$ cat config.mk
export PLATFORM = sky130hd
export DESIGN_NAME = tmse_rule_bank
export DESIGN_NICKNAME = d
export VERILOG_FILES = /design/src/sv/tmse_pkg.sv /design/src/sv/tmse_rule_bank.sv
export SDC_FILE = /design/constraint.sdc
export NUM_CORES = 1
export LEC_CHECK = 0
export BUFFER_PORTS_ARGS = -buffer_cell sky130_fd_sc_hd__buf_2
export CELL_PAD_IN_SITES_DETAIL_PLACEMENT = 0
export CELL_PAD_IN_SITES_GLOBAL_PLACEMENT = 2
export CORE_ASPECT_RATIO = 0.8
export CORE_MARGIN = 3
export CORE_UTILIZATION = 25
export CTS_BUF_LIST = sky130_fd_sc_hd__clkbuf_4 sky130_fd_sc_hd__clkbuf_8
export CTS_CLUSTER_DIAMETER = 30
export DETAILED_ROUTE_END_ITERATION = 8
export PLACE_DENSITY = 0.53
export SETUP_SLACK_MARGIN = 0.3
export SLEW_MARGIN = 20
export SYNTH_ARGS = -nofsm -noshare
export SYNTH_HDL_FRONTEND = slang
export SYNTH_SLANG_ARGS = --single-unit
$ cat constraint.sdc
create_clock -name i_clk -period 3.4 [get_ports i_clk]
set_clock_uncertainty 0.2 [all_clocks]
set_input_delay 0 -clock i_clk [delete_from_list [all_inputs] [get_ports i_clk]]
set_output_delay 0 -clock i_clk [all_outputs]
set_load 0.02 [all_outputs]
$ cat src/sv/tmse_pkg.sv
// ----------------------------------------------------------------------------
// tmse_pkg
// Shared types and codes of the three-symbol Turing machine step engine.
// ----------------------------------------------------------------------------
package tmse_pkg;

    localparam int NUM_STATES    = 8;
    localparam int NUM_RULE_REGS = 7;
    localparam int CFG_IDX_W     = 3;
    localparam int CFG_DATA_W    = 24;
    localparam int FIELD_POS_W   = 12;
    localparam int OFFSET_W      = 12;
    localparam int COUNT_W       = 32;

    typedef logic [2:0] t_state;
    typedef logic [1:0] t_symbol;
    typedef logic [1:0] t_move;
    typedef logic [1:0] t_status;
    typedef logic [3:0] t_count_cfg;

    typedef struct packed {
        t_symbol wr;
        t_move   mv;
        t_state  nx;
    } t_rule;

    localparam t_state STATE_HALT = 3'd0;
    localparam t_state STATE_INIT = 3'd1;

    localparam t_symbol SYM_BLANK   = 2'd0;
    localparam t_symbol SYM_INVALID = 2'd3;

    localparam t_move MOVE_LEFT  = 2'd0;
    localparam t_move MOVE_RIGHT = 2'd1;
    localparam t_move MOVE_STAY  = 2'd2;
    localparam t_move MOVE_BAD   = 2'd3;

    localparam t_status ST_OK          = 2'd0;
    localparam t_status ST_BAD_RULE    = 2'd1;
    localparam t_status ST_TAPE_END    = 2'd2;
    localparam t_status ST_READ_BEYOND = 2'd3;

    localparam logic CMD_STEP = 1'b0;
    localparam logic CMD_READ = 1'b1;

    localparam logic [CFG_IDX_W-1:0] REG_STATE_COUNT = 3'd0;
    localparam t_count_cfg STATE_COUNT_RESET = 4'd8;

endpackage

$ cat src/sv/tmse_rule_bank.sv
// ----------------------------------------------------------------------------
// tmse_rule_bank
// Configuration registers and rule lookup for the current state and symbol.
// ----------------------------------------------------------------------------
module tmse_rule_bank (
    input  logic                               i_clk,
    input  logic                               i_rst_n,
    input  logic                               i_cfg_we,
    input  logic [tmse_pkg::CFG_IDX_W-1:0]     i_cfg_index,
    input  logic [tmse_pkg::CFG_DATA_W-1:0]    i_cfg_data,
    input  tmse_pkg::t_state                   i_state,
    input  tmse_pkg::t_symbol                  i_symbol,
    output tmse_pkg::t_rule                    o_rule,
    output tmse_pkg::t_count_cfg               o_limit
);
    import tmse_pkg::*;

    t_count_cfg            r_state_count;
    logic [CFG_DATA_W-1:0] r_rules [1:NUM_RULE_REGS];
    logic [CFG_DATA_W-1:0] w_row;
    logic [7:0]            w_byte;

    always_ff @(posedge i_clk) begin
        if (!i_rst_n) begin
            r_state_count <= STATE_COUNT_RESET;
            for (int k = 1; k <= NUM_RULE_REGS; k++) begin
                r_rules[k] <= '0;
            end
        end else if (i_cfg_we) begin
            if (i_cfg_index == REG_STATE_COUNT) begin
                r_state_count <= i_cfg_data[3:0];
            end else begin
                r_rules[i_cfg_index] <= i_cfg_data;
            end
        end
    end

    always_comb begin
        w_row = '0;
        for (int k = 1; k <= NUM_RULE_REGS; k++) begin
            if (i_state == 3'(k)) begin
                w_row = r_rules[k];
            end
        end
        if (i_symbol == SYM_INVALID) begin
            w_byte = '0;
        end else begin
            w_byte = w_row[{i_symbol, 3'b000} +: 8];
        end
    end

    assign o_rule.wr = w_byte[1:0];
    assign o_rule.mv = w_byte[3:2];
    assign o_rule.nx = w_byte[6:4];
    assign o_limit   = (r_state_count > 4'(NUM_STATES)) ? 4'(NUM_STATES) : r_state_count;

endmodule

==> results.cfg, run 1 <==
[status]
status = complete, no violations

[cells_and_area]
fin_util_pct = 30.1
layout-drive-gt1-share_pct = 19.7
area_growth_pct = 17.9
final_cells = 1010
fin_nets = 663

[sta]
drv_slew = 0
worstMarginPinSlew_ns = 0.709
fmax_mhz = 407
setup_slack_ns = 0.941
final.min_clock_period_ns = 2.46
post-route-period-util_pct = 72.3
finalSetupTns_ns = 0
setup_violations = 0
relSlewSlack_pct = 52.8
hold_violations = 0
rsz0062_at_grt = false

[clock_network]
path_clk_slew_ns = 0.08
postCtsSetupBuffers = 0
cts_max_level = 4
clkLatencyLatePin_ns = 0.44
cts_root_buf = clkbuf_8
clock-sinks = 151
cts_made_buffers = 17
tritoncts = done
cts.path.max_buffers = 2

[power_and_ir_drop]
ir_drop_mv = 0.223
power.density_mw_per_mm2 = 458
power_leakage_nw = 3.05

[place]
place_hpwl_um = 12300
dp_slack_ns = 0.874
numPortBuffers = 42
gp_congestion = 0.700
placed_cells = 951

[synthesis]
yosysTopAreaCellShare_pct = 60.8
ys_top_cells_by_area = edfxtp_1 (61%), and2_1 (13%), mux2i_1 (2.3%)
synth_edf_count = 147
synthArstFlopShare_pct = 0
synth-seq-cells = 151
ys_dominant_reg_cell = edfxtp_1
synthTopCellsByCount = and2_1 (147), edfxtp_1 (147), clkbuf_1 (21), a21oi_1 (18), mux2i_1 (17)
yosysWarnings = 0
avgSynthCellArea_um2 = 13.1
synth-seq-area-share_pct = 61.9
synth_area_leader_cell = edfxtp_1
netlist_area_mm2 = 0.00726
postSynthCellCount = 556
yosysUniqueCellTypes = 46
synth_fp_nets = 591

[global_route]
grt_pass1_vias = 4952
antenna_found_initial = 1
grt_max_degree = 38
overflow = 0
grt_usage_pct = 14.0
grt_pass1_wl_um = 31700

[critical_path]
cp.required_ns = 3.20
rr_worst_depth = 3
crit_chain = buf_2 -> buf_12 -> buf_4 -> mux2_4 -> a221o_1 -> a31oi_1 -> o22ai_1 -> buf_2
setup.worst_path.start_class = primary input
max_stage_delay_ns = 0.47
cp_max_fo = 37
r2r-end = r_state_count[3]
reg2reg_slack_ns = 1.99
critPathSlowestCell = buf_2
path_class = primary input to output port
cp.arrival_ns = 2.26
cp_common_cell = buf_2
reg2reg_from = r_state_count[3]
worstSetupEndpointType = output port

[die]
die-area_mm2 = 0.0311
die_x_um = 197
design.core.area_mm2 = 0.0284
num_rows = 55
io_pins = 46
die_y_um = 158
initial_core_util_pct = 25.5

[detailed_routing]
ant_nets = 0
drt_iter0_drc = 262
drtPass1Iterations = 4
vias_per_cell = 4.58
routed_wl_um = 21100
vias = 4622
drcViolationCount = 0
wl_per_cell_um = 20.9

[hold_path]
min_from = i_cfg_data[17]
hold_depth = 3
hold_path_end = r_rules[1][17]
hold_class = primary input to flop

[job]
drv_cap = 0
-- cell usage in the layout, fill, tap and decap left out, drive strengths merged, types with 15 or more instances in the layout --
cell / n
o21ai: 15
buf: 66
clkbuf: 20
and2: 147
edfxtp: 147
mux2i: 17
a21oi: 18
mux2: 21
dlygate4sd3: 28
nor2b: 15
-- logic make-up (layout without fill, tap and decap cells) --
family                 Yosys count  after routing  synth area share, %
AO/OA/AOI/OAI                   92             92                 8.72
AND/OR/NAND/NOR                219            219                 18.9
other                            0              1                    0
flip-flops                     151            151                 61.9
multiplexers                    40             40                 6.48
buffers and inverters           54            137                 3.98
-- sequential cells by signal, summed over array words and instances, names as in the netlist --
name,cells
r_state_count,4
r_rules,147
-- worst max-delay path by stage --
| stage | startpoint | endpoint | slack, ns | cells after the start |
|---|---|---|---|---|
| 2_1_floorplan | i_cfg_index[0] | r_rules[2][0] | 0.99 | 2 |
| 3_3_place_gp | i_state[1] | o_rule[0] | 0.92 | 7 |
| 3_5_place_dp | i_state[1] | o_rule[2] | 0.87 | 8 |
| 4_1_cts | i_state[1] | o_rule[2] | 0.87 | 8 |
| 5_1_grt | i_state[1] | o_rule[2] | 0.80 | 8 |
| 6_report | i_state[1] | o_rule[2] | 0.94 | 8 |
-- critical path: cells and delay by family --
family	cells	cell delay [ns]
AOI/OAI and AO/OA	3	0.72
muxes	1	0.31
buffers and inverters	4	1.21
-- cell type report --
cell class / count / area, um2
timing repair buffer: 94 / 683
fill: 2884 / 19900
inverter: 13 / 48.8
multi-input combinational: 351 / 2500
tap: 370 / 463
clock buffer: 20 / 256
antenna: 1 / 2.50
clock inverter: 10 / 108
sequential: 151 / 4490
-- routing by layer --
metal | GRT usage [%] | wire length, um | part of all wire (%) | vias up
met5 | 0 | 0 | 0 | -
met4 | 3.53 | 224 | 1.1 | 0
met3 | 2.75 | 930 | 4.4 | 13
met2 | 22.2 | 9530 | 45 | 77
met1 | 19.9 | 10400 | 49 | 2340
li1 | - | - | - | 2192
-- per-stage QoR --
stage                     instance area (um2)  power [W]  hold WS [ns]
after global placement                   7910    0.00262         0.108
after global routing                     8560    0.00410         0.235
after detailed placement                 7910    0.00263         0.125
after CTS                                8560    0.00398         0.211
final                                    8560    0.00392         0.244
after floorplan                          7260    0.00245       -0.0715
-- where the power goes --
part | internal, W | switching, W
logic | 0.000160 | 0.000259
clock network | 0.000659 | 0.000664
registers | 0.00215 | 0.0000299
total | 0.00297 | 0.000952
-- timing repair --
action / CTS / global route
gates resized for setup: 0 / 0
endpoints found under the hold margin: 151 / 0
hold buffers: 28 / 0
(Power assumes the default switching activity.)
==> run 2, diff against run 1 <==
==> constraint.sdc (replaced) <==
create_clock -name i_clk -period 2.42 [get_ports i_clk]
set_clock_uncertainty 0.2 [all_clocks]
set_input_delay 0 -clock i_clk [delete_from_list [all_inputs] [get_ports i_clk]]
set_output_delay 0 -clock i_clk [all_outputs]
set_load 0.02 [all_outputs]
==> run 2 against run 1 <==
Global-route usage is 0.40 points lower. Total power is 41% higher. Clock power is 40% higher. Utilization is 0.65 points higher. Clock-buffer cell count is 2 lower. Largest cell class unchanged. Largest power group unchanged.
==> results.cfg, run 2 (same netlist as run 1, synthesis figures left out) <==
[place]
place_hpwl_um = 12400
gp_congestion = 0.696
numPortBuffers = 42
dpl-instance-area_mm2 = 0.00799

[cells_and_area]
largest_register = r_rules
reg_top3 = r_rules: 147 flops, r_state_count: 4 flops
area_growth_pct = 20.5
largest_reg_flops = 147
design_area_mm2 = 0.00874
fill_cells = 2910
layout_common_cells = and2_1 (147), edfxtp_1 (147), buf_2 (38)
fin_nets = 668
antenna_cells = 0
layout-drive-gt1-share_pct = 22.6

[sta]
rsz0062_at_grt = true
fmax_mhz = 449
hold_violations = 0
finalSetupTns_ns = 0
post-route-period-util_pct = 92.0
worstMarginPinSlew_ns = 0.626
final.min_clock_period_ns = 2.23
setup_violations = 0
relSlewSlack_pct = 58.1
drv_slew = 0

[global_route]
overflow = 0
grt_max_degree = 46
grt_pass1_vias = 4835
antenna_found_initial = 0
grt_usage_pct = 13.6
grt_pass1_wl_um = 30700

[die]
die_x_um = 197
die_y_um = 158
design.core.area_mm2 = 0.0284
die-area_mm2 = 0.0311
num_rows = 55
initial_core_util_pct = 25.5
io_pins = 46

[clock_network]
clkLatencyLatePin_ns = 0.44
postCtsSetupBuffers = 0
tritoncts = done
path_clk_slew_ns = 0.09
clock-sinks = 151
cts_made_buffers = 17
cts_root_buf = clkbuf_8
cts.path.max_buffers = 2
cts_max_level = 4

[critical_path]
crit_chain = mux2_2 -> a221o_1 -> a311oi_2 -> o32ai_2 -> buf_2
setup.worst_path.start_class = flop
crit_buf_inv = 1
cp.required_ns = 2.22
cp_top_family = compound AO/OA/AOI/OAI gates
max_stage_delay_ns = 0.37
critPathSlowestCell = edfxtp_1
cp_max_fo = 1
path_class = flop to output port
cp.arrival_ns = 2.03
worstSetupEndpointType = output port

[power_and_ir_drop]
power_leakage_nw = 3.13
ir_drop_mv = 0.314
power.density_mw_per_mm2 = 634

[hold_path]
hold_class = primary input to flop

[status]
status = complete, no violations

[detailed_routing]
wl_per_cell_um = 20.2
ant_nets = 0
drt_iter0_drc = 198
vias_per_cell = 4.55
routed_wl_um = 20500
drtPass1Iterations = 4
drcViolationCount = 0
vias = 4622

[job]
drv_cap = 0
## run 2: changes by cell type in the layout (fill, tap and decap cells not counted), sizes merged
cell      delta
bufinv       -1
clkinv       +5
buf          +5
clkbuf       -2
inv          +2
diode        -1
clkinvlp     -2
## run 2: path summary, 6_finish.rpt
kind,depth (start not counted),from,slack (ns),end
min,3,i_cfg_data[17],0.24,r_rules[4][17]
max reg2reg,3,r_state_count[3],1.00,r_state_count[3]
max,5,r_rules[3][4],0.19,o_rule[0]
min reg2reg,3,r_state_count[1],0.86,r_state_count[1]
## run 2: final cells by class
cell class              instances  area (um2)  area share (%)
multi-input cells             351        2590            29.7
clock inverters                14         129            1.47
well taps                     370         463            5.29
inverters                      13        48.8           0.558
repair buffers                 99         772            8.83
flip-flops and latches        151        4490            51.4
clock buffers                  18         241            2.76
## run 2: per-layer routing
layer | vias up | wire, um | global-route usage, % | part of all wire [%]
li1 | 2208 | - | - | -
met1 | 2326 | 10300 | 19.3 | 50
met2 | 77 | 9300 | 21.7 | 45
met3 | 11 | 748 | 2.71 | 3.6
met4 | 0 | 184 | 3.22 | 0.90
met5 | - | 0 | 0 | 0
## run 2: through the flow
step	util, %	hold slack [ns]	total power, W	setup slack, ns	std cells
floorplan	-	-0.0715	0.00345	0.00617	556
global route	30.8	0.233	0.00580	0.0896	1016
finish	30.8	0.235	0.00555	0.194	1016
CTS	30.6	0.208	0.00561	0.136	1016
global placement	28.1	0.107	0.00369	0.430	956
detailed placement	28.1	0.118	0.00371	0.404	956
## run 2: tightest hold or removal path, stage by stage
cell	delay, ns
dlygate4sd3_1	0.52
buf_2	0.14
and2_1	0.12
## run 2: what timing repair did
action                                 4_1_cts  5_1_grt
setup endpoints to repair                    4        7
hold buffers                                28        0
endpoints found under the hold margin      151        0
resized for setup                            8       11
pin swaps                                    1        3
## run 2: power by group
group / switching (W) / total (W) / leakage, nW / internal [W]
clock network: 0.00102 / 0.00185 / 0.184 / 0.000831
logic: 0.000375 / 0.000630 / 1.51 / 0.000254
registers: 0.0000425 / 0.00306 / 1.44 / 0.00302
